$ cat src/hw/rtl/oas_pkg.sv
package oas_pkg;

    typedef enum logic [2:0] {
        MODE_IDLE    = 3'd0,
        MODE_FORWARD = 3'd1,
        MODE_REVERSE = 3'd2,
        MODE_PAUSE   = 3'd3,
        MODE_TURNING = 3'd4,
        MODE_BYPASS  = 3'd5,
        MODE_HEADING = 3'd6
    } t_mode;

    typedef enum logic [1:0] {
        OP_UPDATE = 2'd0,
        OP_START  = 2'd1,
        OP_STOP   = 2'd2
    } t_op;

    typedef enum logic [1:0] {
        OBS_NONE  = 2'd0,
        OBS_FRONT = 2'd1,
        OBS_BOTH  = 2'd2,
        OBS_SIDE  = 2'd3
    } t_obs;

    localparam logic [2:0] CMD_STOP   = 3'd0;
    localparam logic [2:0] CMD_FWD    = 3'd1;
    localparam logic [2:0] CMD_REV    = 3'd2;
    localparam logic [2:0] CMD_TURN_L = 3'd3;
    localparam logic [2:0] CMD_TURN_R = 3'd4;
    localparam logic [2:0] CMD_YAW0   = 3'd5;

    localparam logic [2:0] REG_REVERSE_TIME  = 3'd0;
    localparam logic [2:0] REG_PAUSE_TIME    = 3'd1;
    localparam logic [2:0] REG_BYPASS_TIME   = 3'd2;
    localparam logic [2:0] REG_CRUISE_SPEED  = 3'd3;
    localparam logic [2:0] REG_REVERSE_SPEED = 3'd4;
    localparam logic [2:0] REG_TURN_SPEED    = 3'd5;

    localparam int unsigned ADDR_W = 5;

    localparam logic [15:0] RST_REVERSE_TIME  = 16'd600;
    localparam logic [15:0] RST_PAUSE_TIME    = 16'd100;
    localparam logic [15:0] RST_BYPASS_TIME   = 16'd1000;
    localparam logic [6:0]  RST_CRUISE_SPEED  = 7'd60;
    localparam logic [6:0]  RST_REVERSE_SPEED = 7'd60;
    localparam logic [6:0]  RST_TURN_SPEED    = 7'd100;

    localparam logic [6:0]  SPEED_MAX = 7'd100;

    typedef struct packed {
        logic [1:0]  operation;
        logic [31:0] now_ms;
        logic [1:0]  obstacle_class;
        logic [15:0] ir_left;
        logic [15:0] ir_right;
        logic        turn_busy;
    } t_in_word;

    typedef struct packed {
        logic       cmd_write;
        logic [2:0] drive_cmd;
        logic       speed_write;
        logic [6:0] speed_pct;
        logic [2:0] mode_now;
    } t_out_word;

    function automatic logic [6:0] sat_pct(input logic [6:0] s);
        return (s > SPEED_MAX) ? SPEED_MAX : s;
    endfunction

endpackage

$ cat src/hw/rtl/oas_in_if.sv
interface oas_in_if import oas_pkg::*; ();
    logic     valid;
    logic     ready;
    t_in_word data;

    modport source (output valid, output data, input ready);
    modport sink (input valid, input data, output ready);
    modport monitor (input valid, input ready, input data);
endinterface

$ cat src/hw/rtl/oas_out_if.sv
interface oas_out_if import oas_pkg::*; ();
    logic      valid;
    logic      ready;
    t_out_word data;

    modport source (output valid, output data, input ready);
    modport sink (input valid, input data, output ready);
    modport monitor (input valid, input ready, input data);
endinterface

$ cat src/hw/rtl/obstacle_avoid_sequencer_unit.sv
// A word accepted is held in the input stage, then in the result register.
// Throughput: one word per cycle unless the output stalls; mode and entry time
// update in the cycle the input stage hands its word to the result register.
// Reset: synchronous, active low; mode goes to idle, entry time to 0,
// configuration registers to their defaults, both stages empty.
module obstacle_avoid_sequencer_unit import oas_pkg::*; (
    input  logic                i_clk,
    input  logic                i_rst_n,
    oas_in_if.sink              i_in,
    oas_out_if.source           o_out,
    input  logic                psel,
    input  logic                penable,
    input  logic                pwrite,
    input  logic [ADDR_W-1:0]   paddr,
    input  logic [31:0]         pwdata,
    output logic [31:0]         prdata,
    output logic                pready
);

    logic [15:0] r_rev_time;
    logic [15:0] r_pause_time;
    logic [15:0] r_byp_time;
    logic [6:0]  r_cruise_spd;
    logic [6:0]  r_rev_spd;
    logic [6:0]  r_turn_spd;

    logic        r_s1_valid;
    t_in_word    r_s1;
    logic        r_out_valid;
    t_out_word   r_out;

    t_mode       r_mode;
    t_mode       n_mode;
    logic [31:0] r_entry;
    logic [31:0] n_entry;

    logic        s1_adv;
    logic        cfg_wr;
    logic [2:0]  cfg_idx;
    logic [31:0] elapsed;
    logic        blocked;
    logic        rev_done;
    logic        pause_done;
    logic        byp_done;
    logic [2:0]  turn_cmd;
    t_out_word   res;

    // configuration port
    assign pready  = 1'b1;
    assign cfg_idx = paddr[ADDR_W-1:2];
    assign cfg_wr  = psel && penable && pwrite && pready;

    always_ff @(posedge i_clk) begin
        if (!i_rst_n) begin
            r_rev_time   <= RST_REVERSE_TIME;
            r_pause_time <= RST_PAUSE_TIME;
            r_byp_time   <= RST_BYPASS_TIME;
            r_cruise_spd <= RST_CRUISE_SPEED;
            r_rev_spd    <= RST_REVERSE_SPEED;
            r_turn_spd   <= RST_TURN_SPEED;
        end else if (cfg_wr) begin
            unique case (cfg_idx)
                REG_REVERSE_TIME:  r_rev_time   <= pwdata[15:0];
                REG_PAUSE_TIME:    r_pause_time <= pwdata[15:0];
                REG_BYPASS_TIME:   r_byp_time   <= pwdata[15:0];
                REG_CRUISE_SPEED:  r_cruise_spd <= pwdata[6:0];
                REG_REVERSE_SPEED: r_rev_spd    <= pwdata[6:0];
                REG_TURN_SPEED:    r_turn_spd   <= pwdata[6:0];
                default: begin
                end
            endcase
        end
    end

    always_comb begin
        unique case (cfg_idx)
            REG_REVERSE_TIME:  prdata = {16'd0, r_rev_time};
            REG_PAUSE_TIME:    prdata = {16'd0, r_pause_time};
            REG_BYPASS_TIME:   prdata = {16'd0, r_byp_time};
            REG_CRUISE_SPEED:  prdata = {25'd0, r_cruise_spd};
            REG_REVERSE_SPEED: prdata = {25'd0, r_rev_spd};
            REG_TURN_SPEED:    prdata = {25'd0, r_turn_spd};
            default:           prdata = 32'd0;
        endcase
    end

    // handshake
    assign s1_adv     = r_s1_valid && (!r_out_valid || o_out.ready);
    assign i_in.ready = !r_s1_valid || s1_adv;
    assign o_out.valid = r_out_valid;
    assign o_out.data  = r_out;

    always_ff @(posedge i_clk) begin
        if (!i_rst_n) begin
            r_s1_valid  <= 1'b0;
            r_out_valid <= 1'b0;
            r_mode      <= MODE_IDLE;
            r_entry     <= 32'd0;
        end else begin
            if (i_in.valid && i_in.ready) begin
                r_s1_valid <= 1'b1;
            end else if (s1_adv) begin
                r_s1_valid <= 1'b0;
            end
            if (s1_adv) begin
                r_out_valid <= 1'b1;
                r_mode      <= n_mode;
                r_entry     <= n_entry;
            end else if (o_out.ready) begin
                r_out_valid <= 1'b0;
            end
        end
    end

    always_ff @(posedge i_clk) begin
        if (i_in.valid && i_in.ready) begin
            r_s1 <= i_in.data;
        end
        if (s1_adv) begin
            r_out <= res;
        end
    end

    // step decode
    assign elapsed    = r_s1.now_ms - r_entry;
    assign blocked    = (r_s1.obstacle_class == OBS_FRONT) || (r_s1.obstacle_class == OBS_BOTH);
    assign rev_done   = elapsed >= {16'd0, r_rev_time};
    assign pause_done = elapsed >= {16'd0, r_pause_time};
    assign byp_done   = elapsed >= {16'd0, r_byp_time};
    assign turn_cmd   = (r_s1.ir_left <= r_s1.ir_right) ? CMD_TURN_L : CMD_TURN_R;

    always_comb begin
        n_mode  = r_mode;
        n_entry = r_entry;
        unique case (r_s1.operation)
            OP_START: begin
                n_mode  = MODE_FORWARD;
                n_entry = r_s1.now_ms;
            end
            OP_STOP: begin
                n_mode  = MODE_IDLE;
                n_entry = r_s1.now_ms;
            end
            OP_UPDATE: begin
                unique case (r_mode)
                    MODE_FORWARD: begin
                        if (blocked) begin
                            n_mode  = MODE_REVERSE;
                            n_entry = r_s1.now_ms;
                        end
                    end
                    MODE_REVERSE: begin
                        if (rev_done) begin
                            n_mode  = MODE_PAUSE;
                            n_entry = r_s1.now_ms;
                        end
                    end
                    MODE_PAUSE: begin
                        if (pause_done) begin
                            n_mode  = MODE_TURNING;
                            n_entry = r_s1.now_ms;
                        end
                    end
                    MODE_TURNING: begin
                        if (!r_s1.turn_busy) begin
                            n_mode  = MODE_BYPASS;
                            n_entry = r_s1.now_ms;
                        end
                    end
                    MODE_BYPASS: begin
                        if (blocked) begin
                            n_mode  = MODE_REVERSE;
                            n_entry = r_s1.now_ms;
                        end else if (byp_done) begin
                            n_mode  = MODE_HEADING;
                            n_entry = r_s1.now_ms;
                        end
                    end
                    MODE_HEADING: begin
                        if (!r_s1.turn_busy) begin
                            n_mode  = MODE_FORWARD;
                            n_entry = r_s1.now_ms;
                        end
                    end
                    default: begin
                    end
                endcase
            end
            default: begin
            end
        endcase
    end

    always_comb begin
        res.cmd_write   = 1'b0;
        res.drive_cmd   = CMD_STOP;
        res.speed_write = 1'b0;
        res.speed_pct   = 7'd0;
        res.mode_now    = n_mode;
        unique case (r_s1.operation)
            OP_START: begin
                res.speed_write = 1'b1;
                res.speed_pct   = sat_pct(r_cruise_spd);
            end
            OP_STOP: begin
                res.cmd_write = 1'b1;
            end
            OP_UPDATE: begin
                unique case (r_mode)
                    MODE_FORWARD: begin
                        res.speed_write = 1'b1;
                        res.speed_pct   = sat_pct(r_cruise_spd);
                        res.cmd_write   = 1'b1;
                        res.drive_cmd   = blocked ? CMD_STOP : CMD_FWD;
                    end
                    MODE_REVERSE: begin
                        res.speed_write = 1'b1;
                        res.speed_pct   = sat_pct(r_rev_spd);
                        res.cmd_write   = 1'b1;
                        res.drive_cmd   = rev_done ? CMD_STOP : CMD_REV;
                    end
                    MODE_PAUSE: begin
                        res.cmd_write = 1'b1;
                        if (pause_done) begin
                            res.speed_write = 1'b1;
                            res.speed_pct   = sat_pct(r_turn_spd);
                            res.drive_cmd   = turn_cmd;
                        end
                    end
                    MODE_TURNING: begin
                        if (!r_s1.turn_busy) begin
                            res.speed_write = 1'b1;
                            res.speed_pct   = sat_pct(r_cruise_spd);
                            res.cmd_write   = 1'b1;
                            res.drive_cmd   = CMD_FWD;
                        end
                    end
                    MODE_BYPASS: begin
                        res.speed_write = 1'b1;
                        res.cmd_write   = 1'b1;
                        if (blocked) begin
                            res.speed_pct = sat_pct(r_cruise_spd);
                        end else if (byp_done) begin
                            res.speed_pct = sat_pct(r_turn_spd);
                            res.drive_cmd = CMD_YAW0;
                        end else begin
                            res.speed_pct = sat_pct(r_cruise_spd);
                            res.drive_cmd = CMD_FWD;
                        end
                    end
                    MODE_HEADING: begin
                        if (!r_s1.turn_busy) begin
                            res.speed_write = 1'b1;
                            res.speed_pct   = sat_pct(r_cruise_spd);
                        end
                    end
                    default: begin
                        res.cmd_write = 1'b1;
                    end
                endcase
            end
            default: begin
            end
        endcase
    end

endmodule

$ cat src/flat_wrapper.sv
// flat-port wrapper written by rule: the top's interface ports become plain ports
module obstacle_avoid_sequencer_unit_flat import oas_pkg::*;
  (i_clk, i_rst_n, psel, penable, pwrite, paddr, pwdata, prdata, pready, i_in_valid, i_in_data, i_in_ready, o_out_valid, o_out_data, o_out_ready);
  oas_in_if i_in_i ();
  oas_out_if o_out_i ();
  input  logic i_clk;
  input  logic i_rst_n;
  input  logic psel;
  input  logic penable;
  input  logic pwrite;
  input  logic [ADDR_W-1:0] paddr;
  input  logic [31:0] pwdata;
  output logic [31:0] prdata;
  output logic pready;
  input wire logic [$bits(i_in_i.valid)-1:0] i_in_valid;
  input wire logic [$bits(i_in_i.data)-1:0] i_in_data;
  output wire logic [$bits(i_in_i.ready)-1:0] i_in_ready;
  output wire logic [$bits(o_out_i.valid)-1:0] o_out_valid;
  output wire logic [$bits(o_out_i.data)-1:0] o_out_data;
  input wire logic [$bits(o_out_i.ready)-1:0] o_out_ready;
  assign i_in_i.valid = i_in_valid;
  assign i_in_i.data = i_in_data;
  assign i_in_ready = i_in_i.ready;
  assign o_out_valid = o_out_i.valid;
  assign o_out_data = o_out_i.data;
  assign o_out_i.ready = o_out_ready;
  obstacle_avoid_sequencer_unit u_core (.i_clk(i_clk), .i_rst_n(i_rst_n), .i_in(i_in_i), .o_out(o_out_i), .psel(psel), .penable(penable), .pwrite(pwrite), .paddr(paddr), .pwdata(pwdata), .prdata(prdata), .pready(pready));
endmodule
$ cat config.mk
export PLATFORM = sky130hd
export DESIGN_NAME = obstacle_avoid_sequencer_unit_flat
export DESIGN_NICKNAME = d
export VERILOG_FILES = /design/src/hw/rtl/oas_pkg.sv /design/src/hw/rtl/oas_in_if.sv /design/src/hw/rtl/oas_out_if.sv /design/src/hw/rtl/obstacle_avoid_sequencer_unit.sv /design/src/flat_wrapper.sv
export SDC_FILE = /design/constraint.sdc
export NUM_CORES = 1
export LEC_CHECK = 0
export CELL_PAD_IN_SITES_DETAIL_PLACEMENT = 2
export CELL_PAD_IN_SITES_GLOBAL_PLACEMENT = 2
export CORE_AREA = 2 2 217 219
export CTS_CLUSTER_SIZE = 14
export DETAILED_ROUTE_END_ITERATION = 16
export DIE_AREA = 0 0 219 221
export DONT_BUFFER_PORTS = 1
export PLACE_DENSITY_LB_ADDON = 0.05
export SKIP_CTS_REPAIR_TIMING = 1
export SLEW_MARGIN = 30
export SYNTH_ARGS = -nofsm -noshare
export SYNTH_HDL_FRONTEND = slang
export SYNTH_SLANG_ARGS = --single-unit
$ cat constraint.sdc
create_clock -name i_clk -period 4.4 [get_ports i_clk]
set_clock_uncertainty 0.05 [all_clocks]
set_input_delay 0.66 -clock i_clk [delete_from_list [all_inputs] [get_ports i_clk]]
set_output_delay 0.66 -clock i_clk [all_outputs]
set_load 0.01 [all_outputs]
# Yosys cells after proc, flatten, opt, wreduce, memory -nomap -nowiden
# Cells that the tools add are included.
# W data, S select, Z words.
[word_totals]
output_inout_bits = 50
in_bits = 113
wordCells = 113
regBits = 190
[classes]
n_mux = 40
n_addsub = 1
eq_ne = 21
n_reduce_logical = 23
magnitude_cmp = 7
[ops]
columns = ["op", "count"]
rows = [
  ["$mux W32", 6],
  ["$pmux W32 S5", 1],
  ["$ge A32 B16 Y1", 3],
  ["$pmux W16 S6", 1],
  ["$pmux W32 S2", 1],
  ["$pmux W8 S6", 1],
  ["$mux W7", 5],
  ["$sub A32 B32 Y32", 1],
  ["$mux W3", 10],
  ["$gt A7 B7 Y1 const B", 3],
  ["$pmux W3 S6", 1],
  ["$le A16 B16 Y1", 1],
  ["$pmux W8 S2", 1],
  ["$eq A3 B3 Y1 const B", 5],
  ["$pmux W3 S5", 1],
  ["$eq A3 B2 Y1 const B", 4],
  ["$mux W12", 1],
  ["$reduce_and A2 Y1", 6],
  ["$mux W11", 1],
  ["$ne A3 B2 Y1 const B", 3],
  ["$pmux W3 S3", 1],
  ["$mux W8", 1],
  ["$reduce_and A8 Y1", 1],
  ["$eq A3 B1 Y1 const B", 2],
  ["other kinds (15)", 31],
]

# Depth between registers and ports, before layout
# Gate-level depths: netlist of the first run.
[logic_depth]
ltp_word = 6
ltp_mapped = 20
mapped_depth_nobuf = 20

# Least setup slack after synthesis of the first run
# No wires, ideal clock.
[synth_path]
path_type = "flip-flop to flip-flop"
startpoint = "register u_core.r_s1[35] (netlist name)"
endpoint = "register u_core.r_out, in the netlist u_core.o_out.data[6], data pin"
path_buffers = 0
synth_period_minus_slack_ns = 4.692
arrival_time_ns = 4.381
path_slack_ns = -0.292
required_ns = 4.089
setup_ns = 0.261
stages_incl_launch_ff = 21
cell_sequence = "edfxtp_1 inv_1 ha_1 fa_1 and2b_2 o2111ai_4 nand2_1 a31oi_1 xnor2_1 ha_1 a21o_1 a21o_1 a21o_1 a21o_1 a21o_2 a221oi_1 o2111ai_1 nor3_1 nor3b_1 o2111a_1 a311o_1"
[synth_lines]
columns = ["item", "line_no", "rtl"]
rows = [
  ["from (decl)", "obstacle_avoid_sequencer_unit.sv:28", "t_in_word r_s1;"],
  ["from (signal assigned)", "obstacle_avoid_sequencer_unit.sv:117", "r_s1 <= i_in.data;"],
  ["to (signal assigned)", "obstacle_avoid_sequencer_unit.sv:120", "r_out <= res;"],
  ["to (decl)", "obstacle_avoid_sequencer_unit.sv:30", "t_out_word r_out;"],
]

==> results of run 1 <==
[state kept, by name, indices dropped and copies added, names as in the netlist, 15 cells and up]
register,flops
u_core.r_rev_time,16
u_core.o_out.data,15
u_core.r_pause_time,16
u_core.r_s1,69
u_core.r_byp_time,16
u_core.r_entry,32
[layout make-up]
class	instances	area [µm²]	area share
Inverter	103	386.6	0.02728
Timing Repair Buffer	122	1018	0.07185
Antenna cell	1	2.502	0.0001765
Clock inverter	15	153.9	0.01086
Sequential cell	190	4644	0.3277
Multi-Input combinational cell	954	6784	0.4786
Clock buffer	17	425.4	0.03001
Tap cell	607	759.5	0.05358
[cells by family after synthesis]
family / count (synthesis)
compound gates: 318
xor+xnor: 21
fa+ha+maj: 96
buf+inv: 181
flops: 190
mux: 72
other cells: 2
simple gates: 430
[worst max-delay path by stage]
stage / start / end / slack [ns] / cells after the start
after floorplan: u_core.r_s1[35] / u_core.o_out.data[6] / 0.002 / 20
after global placement: u_core.r_s1[35] / u_core.o_out.data[8] / -0.42 / 19
after detailed placement: u_core.r_s1[35] / u_core.o_out.data[9] / -0.50 / 21
after CTS: u_core.r_s1[35] / u_core.o_out.data[8] / -0.51 / 21
after global routing: u_core.r_s1[35] / u_core.o_out.data[8] / -0.56 / 22
final: u_core.r_s1[35] / u_core.o_out.data[8] / -0.36 / 22
[layer usage]
metal,GRT usage,part of all wire,up-vias
li1,-,-,4768
met3,0.03148,0.023,29
met2,0.2840,0.48,98
met1,0.2291,0.48,4891
met5,0,0.00058,-
met4,0.04969,0.012,4
[critical path, delay by kind of cell, from the launching register on]
family                     cells  cell delay (ns)
AOI/OAI and AO/OA             11             2.17
buffers and inverters          3             0.41
and+or+nand+nor                4             0.63
DFF                            1             0.39
adders and majority gates      3             0.69
xor gates and xnor gates       1             0.17
[where the power goes]
part	total, W	internal, W	switching, W	leakage, nW
Sequential	0.00195	0.00191	0.0000424	1.68
Clock	0.00163	0.000799	0.000830	0.281
Combinational	0.00103	0.000460	0.000566	3.48
Total	0.00461	0.00317	0.00144	5.44
[stage by stage]
step / hold slack [ns] / setup slack [ns] / instance area, µm² / TNS [ns]
finish: 0.1921 / -0.3632 / 14170 / -7.957
global route: 0.1604 / -0.5590 / 14170 / -16.65
CTS: 0.1360 / -0.5106 / 13710 / -16.84
detailed placement: 0.4027 / -0.5027 / 13130 / -15.24
global placement: 0.3929 / -0.4182 / 13110 / -11.11
floorplan: 0.3847 / 0.002289 / 11990 / 0
[placed cells by master, fill, tap and decap left out, drive strengths merged, types with 7 or more instances in the layout]
master / netlist / layout
dfxtp: 106 / 106
xnor2: 12 / 12
xor2: 9 / 9
nand2: 218 / 218
ha: 95 / 95
and3: 12 / 12
mux2: 7 / 7
o21ai: 50 / 50
nor3: 22 / 22
nand2b: 9 / 9
o2111ai: 7 / 7
nor2: 69 / 69
buf: 36 / 120
and2: 8 / 8
clkbuf: 34 / 19
o21a: 16 / 16
o211ai: 21 / 21
o22ai: 9 / 9
nand3: 17 / 17
mux2i: 64 / 64
a31oi: 7 / 7
edfxtp: 84 / 84
a22oi: 14 / 14
nand4: 21 / 21
a21oi: 74 / 74
nor2b: 23 / 23
conb: 2 / 17
a21o: 36 / 36
a21boi: 36 / 36
inv: 103 / 110
==> flow_metrics.env, run 1 <==
export IMPL_synth_top_cells_by_area="edfxtp_1 21%, dfxtp_1 18%, ha_1 10%"
export IMPL_antenna_found_initial=3
export IMPL_overflow=0
export IMPL_synth_most_common_cell="nand2_1"
export IMPL_clk_pin_slew_ns=0.09
export IMPL_clk_path_buf_depth=2
export IMPL_reg2reg_slack_ns=-0.36
export IMPL_startpoint_type="flip-flop"
export IMPL_holdPathStages=0
export IMPL_synth_compound_gate_area_share=0.1860
export IMPL_syn_area_per_cell_um2=9.071
export IMPL_reg2reg_depth=22
export IMPL_synth_common_cells="217 x nand2_1, 106 x dfxtp_1, 103 x inv_1, 95 x ha_1, 84 x edfxtp_1"
export IMPL_synth_area_mm2=0.01188
export IMPL_dieArea_mm2=0.04840
export IMPL_drcViolationCount=0
export IMPL_dpl_hpwl_um=30970
export IMPL_synth_async_reset_ratio=0
export IMPL_path_common_cell="a21o_1"
export IMPL_setup_slack_ns=-0.3632
export IMPL_grt_pass1_wl_um=63340
export IMPL_critPathKind="flip-flop to flip-flop"
export IMPL_slowest_delay_ns=0.39
export IMPL_crit_required_ns=4.60
export IMPL_period_needed_ns=4.763
export IMPL_port_buffers=0
export IMPL_worstMarginPinSlew_ns=0.7082
export IMPL_yosys_area_share_simple=0.1692
export IMPL_peakVddDrop_mv=0.2577
export IMPL_finalHoldViolations=0
export IMPL_fillers=5224
export IMPL_cp_cell_sequence="inv_1 > ha_2 > fa_2 > and2b_2 > o2111ai_4 > nand2_2 > a31oi_4 > xnor2_2 > ha_1 > a21o_1 > a21o_1 > a21o_1 > a21o_1 > a21o_2 > a221oi_2 > buf_4 > o2111ai_4 > nor3_2 > buf_4 > nor3b_4 > o21a_1 > a221o_1"
export IMPL_p_per_area_mw_per_mm2=325.0
export IMPL_cts_sinks=190
export IMPL_placed_cells=1963
export IMPL_gp_congestion=0.7786
export IMPL_clkLatencyLatePin_ns=0.51
export IMPL_pin_count=163
export IMPL_drv_cap=0
export IMPL_syn_to_final_growth_pct=19.29
export IMPL_holdPathEnd="u_core.r_s1[63]"
export IMPL_ys_seq_area_frac=0.3909
export IMPL_hold_path_startpoint="i_in_data[63]"
export IMPL_synthMuxAreaShare=0.06244
export IMPL_total_power_w=0.004607
export IMPL_syn_instance_count=1310
export IMPL_synth_xor_area_share=0.01548
export IMPL_rr_endpoint="u_core.o_out.data[8]"
export IMPL_grt_pass1_vias=10680
export IMPL_wl_per_cell_um=20.61
export IMPL_ant_nets=0
export IMPL_finalNetCount=1597
export IMPL_setup_violations=47
export IMPL_grtUsageTotal=0.1724
export IMPL_reg2reg_from="u_core.r_s1[35]"
export IMPL_numCtsBuffers=17
export IMPL_grt_setup_unrepaired="yes"
export IMPL_synth_top_flop_cell="dfxtp_1"
export IMPL_period_share=1.083
export IMPL_p_leak_nw=5.443
export IMPL_synth_edf_count=84
export IMPL_synthAdderAreaFrac=0.1017
export IMPL_cts_max_level=4
export IMPL_vias=9790
export IMPL_outcome="complete, but fails checks"
export IMPL_drt_pass1_iterations=4
export IMPL_cp_max_fo=4
export IMPL_synth_ff_latch_count=190
export IMPL_max_slew_margin_rel=0.5247
export IMPL_fmax_mhz=209.9
export IMPL_fp_dieH_um=221
export IMPL_slew_viol_final=0
export IMPL_ys_warn_count=0
export IMPL_drive_gt1_frac=0.1734
export IMPL_synth_top_family_by_area="compound AO/OA/AOI/OAI gates"
export IMPL_finalCoreUtilization=0.3077
export IMPL_violations="setup timing"
export IMPL_via_per_inst=4.873
export IMPL_cts_root_buf="clkbuf_16"
export IMPL_start_util=0.2580
export IMPL_cts_tree="built"
export IMPL_fp_dieW_um=219
export IMPL_row_count=79
export IMPL_drt_initial_drc_count=332
export IMPL_synth_top_cell_area_share=0.2123
export IMPL_final_cells=2009
export IMPL_core_mm2=0.04606
export IMPL_critPathCaptureType="flip-flop"
export IMPL_hp_class="input port to flip-flop"
export IMPL_routed_wl_um=41410
export IMPL_grt_max_degree=141
export IMPL_worstPathArrival_ns=4.96
export IMPL_crit_path_top_delay_cell="edfxtp_1"
export IMPL_yosysUniqueCellTypes=87
export IMPL_yosysTopAreaCell="edfxtp_1"
(Power assumes the default switching activity.)
==> run 2: changes to the inputs <==
GPL_TIMING_DRIVEN = 0   (was default)
==> run 2 against run 1 <==
Net effect:
- worst setup slack worse by 0.11 ns
- worst hold slack worse by 0.00075 ns
- critical path depth is 2 lower
- critical path type unchanged
- the flow still finishes with violations (setup timing)
- non-clock buffer count is 13 lower
- clock-buffer cell count stayed put
- sequential share of layout area is 0.16 points higher
- highest routed layer unchanged
- largest cell class unchanged
==> flow_metrics.env, run 2 (synthesized netlist as in run 1, its figures left out) <==
export IMPL_final_common_cell="nand2_1"
export IMPL_final_cell_mix="214 x nand2_1, 106 x dfxtp_1, 103 x inv_1"
export IMPL_total_power_w=0.004641
export IMPL_overflow=0
export IMPL_cts_max_level=4
export IMPL_cts_root_buf="clkbuf_16"
export IMPL_clkLatencyLatePin_ns=0.51
export IMPL_path_common_cell="a21o_1"
export IMPL_peakVddDrop_mv=0.2281
export IMPL_p_leak_nw=5.305
export IMPL_reg_top3="u_core.r_s1 (69), u_core.r_entry (32)"
export IMPL_worstPathArrival_ns=5.07
export IMPL_setup_violations=47
export IMPL_reg2reg_depth=20
export IMPL_start_util=0.2580
export IMPL_grt_setup_unrepaired="yes"
export IMPL_holdPathEnd="u_core.r_s1[63]"
export IMPL_placed_cells=1935
export IMPL_vias=9804
export IMPL_largest_reg_flops=69
export IMPL_reg2reg_slack_ns=-0.47
export IMPL_drt_initial_drc_count=349
export IMPL_dieArea_mm2=0.04840
export IMPL_cp_cell_sequence="inv_1 > ha_2 > fa_2 > and2b_2 > o2111ai_4 > nand2_4 > a31oi_4 > xnor2_4 > ha_4 > a21o_1 > a21o_1 > a21o_1 > a21o_1 > a21o_2 > a221oi_4 > o2111ai_2 > nor3_4 > nor3b_4 > o21a_1 > a221o_1"
export IMPL_critPathTopFamily="compound AO/OA/AOI/OAI gates"
export IMPL_fmax_mhz=205.3
export IMPL_cts_sinks=190
export IMPL_p_per_area_mw_per_mm2=329.0
export IMPL_rr_endpoint="u_core.o_out.data[8]"
export IMPL_port_buffers=0
export IMPL_final_cells=1996
export IMPL_period_needed_ns=4.871
export IMPL_routed_wl_um=42990
export IMPL_numCtsBuffers=17
export IMPL_drv_cap=0
export IMPL_crit_path_top_delay_cell="edfxtp_1"
export IMPL_clk_path_buf_depth=2
export IMPL_slowest_delay_ns=0.44
export IMPL_grt_max_degree=46
export IMPL_pin_count=163
export IMPL_hp_class="input port to flip-flop"
export IMPL_outcome="complete, but fails checks"
export IMPL_crit_required_ns=4.60
export IMPL_clk_pin_slew_ns=0.08
export IMPL_core_mm2=0.04606
export IMPL_wl_per_cell_um=21.54
export IMPL_row_count=79
export IMPL_drive_gt1_frac=0.1412
export IMPL_finalHoldViolations=0
export IMPL_antenna_found_initial=1
export IMPL_gp_congestion=0.7717
export IMPL_setup_slack_ns=-0.4710
export IMPL_grt_pass1_wl_um=64910
export IMPL_via_per_inst=4.912
export IMPL_ant_nets=0
export IMPL_cp_max_fo=4
export IMPL_hold_path_startpoint="i_in_data[63]"
export IMPL_critPathKind="flip-flop to flip-flop"
export IMPL_slew_viol_final=0
export IMPL_period_share=1.107
export IMPL_violations="setup timing"
export IMPL_dpl_hpwl_um=33580
export IMPL_startpoint_type="flip-flop"
export IMPL_fp_dieW_um=219
export IMPL_grt_pass1_vias=10480
export IMPL_largest_register="u_core.r_s1"
export IMPL_fp_dieH_um=221
export IMPL_holdPathStages=0
export IMPL_drcViolationCount=0
export IMPL_reg2reg_from="u_core.r_s1[35]"
export IMPL_max_slew_margin_rel=0.3680
export IMPL_finalNetCount=1584
export IMPL_cts_tree="built"
export IMPL_place_area_mm2=0.01281
export IMPL_fin_hold_ws_ns=0.1913
export IMPL_final_area_mm2=0.01410
export IMPL_critPathCaptureType="flip-flop"
export IMPL_syn_to_final_growth_pct=18.70
export IMPL_grtUsageTotal=0.1805
export IMPL_cp_buffers_inverters=1
export IMPL_worstMarginPinSlew_ns=0.9438
export IMPL_drt_pass1_iterations=4
==> run 2: changes by cell type in the layout (fill, tap and decap cells not counted), moves of 4 or more <==
cell	delta
ha_1	-6
dlygate4sd3_1	+5
buf_4	-68
clkbuf_1	+34
buf_1	+7
buf_2	+4
==> run 2: routing by layer <==
layer	track usage	vias to the layer above	wire length (µm)
met3	0.03079	33	1199
met5	0	-	13
met4	0.05471	2	639
met2	0.2962	126	20600
met1	0.2412	4899	20530
li1	-	4744	-
==> run 2: per-stage QoR <==
stage,setup slack [ns],TNS [ns],utilization
final,-0.4710,-11.20,0.3062
after global routing,-0.7240,-23.44,0.3062
after global placement,-1.301,-50.93,0.2769
after detailed placement,-1.364,-53.21,0.2780
after floorplan,0.002289,0,-
after CTS,-1.397,-54.24,0.2909
==> run 2: worst reg2reg max path, delay by kind of cell, from the launching register on <==
| kind | cells | cell delay (ns) |
|---|---|---|
| AO/OA/AOI/OAI | 11 | 2.42 |
| XOR/XNOR | 1 | 0.20 |
| flip-flops | 1 | 0.44 |
| adder cells (fa/ha/maj) | 3 | 0.67 |
| AND/OR/NAND/NOR | 4 | 0.75 |
| buffers and inverters | 1 | 0.09 |
==> run 2: power by group <==
group	switching, W	leakage [nW]	internal, W	total [W]
sequential	0.0000391	1.68	0.00191	0.00195
clock	0.000864	0.291	0.000811	0.00167
combinational	0.000614	3.34	0.000402	0.00102
total	0.00152	5.31	0.00312	0.00464
==> run 2: layout make-up <==
type,count,area (µm²)
fill,5151,31960
multi-input combinational,954,6899
sequential,190,4644
tap,607,759.5
buffer,78,504.2
clock buffer,17,425.4
inverter,103,386.6
timing repair buffer,31,312.8
clock inverter,15,170.2
antenna,1,2.502
==> run 2: worst max path at each step <==
stage / endpoint / from / cells after the start / slack (ns)
finish: u_core.o_out.data[8] / u_core.r_s1[35] / 20 / -0.47
global route: u_core.o_out.data[8] / u_core.r_s1[35] / 20 / -0.72
CTS: u_core.o_out.data[8] / u_core.r_s1[36] / 19 / -1.40
detailed placement: u_core.o_out.data[8] / u_core.r_s1[42] / 19 / -1.36
global placement: u_core.o_out.data[9] / u_core.r_s1[38] / 18 / -1.30
floorplan: u_core.o_out.data[6] / u_core.r_s1[35] / 20 / 0.002
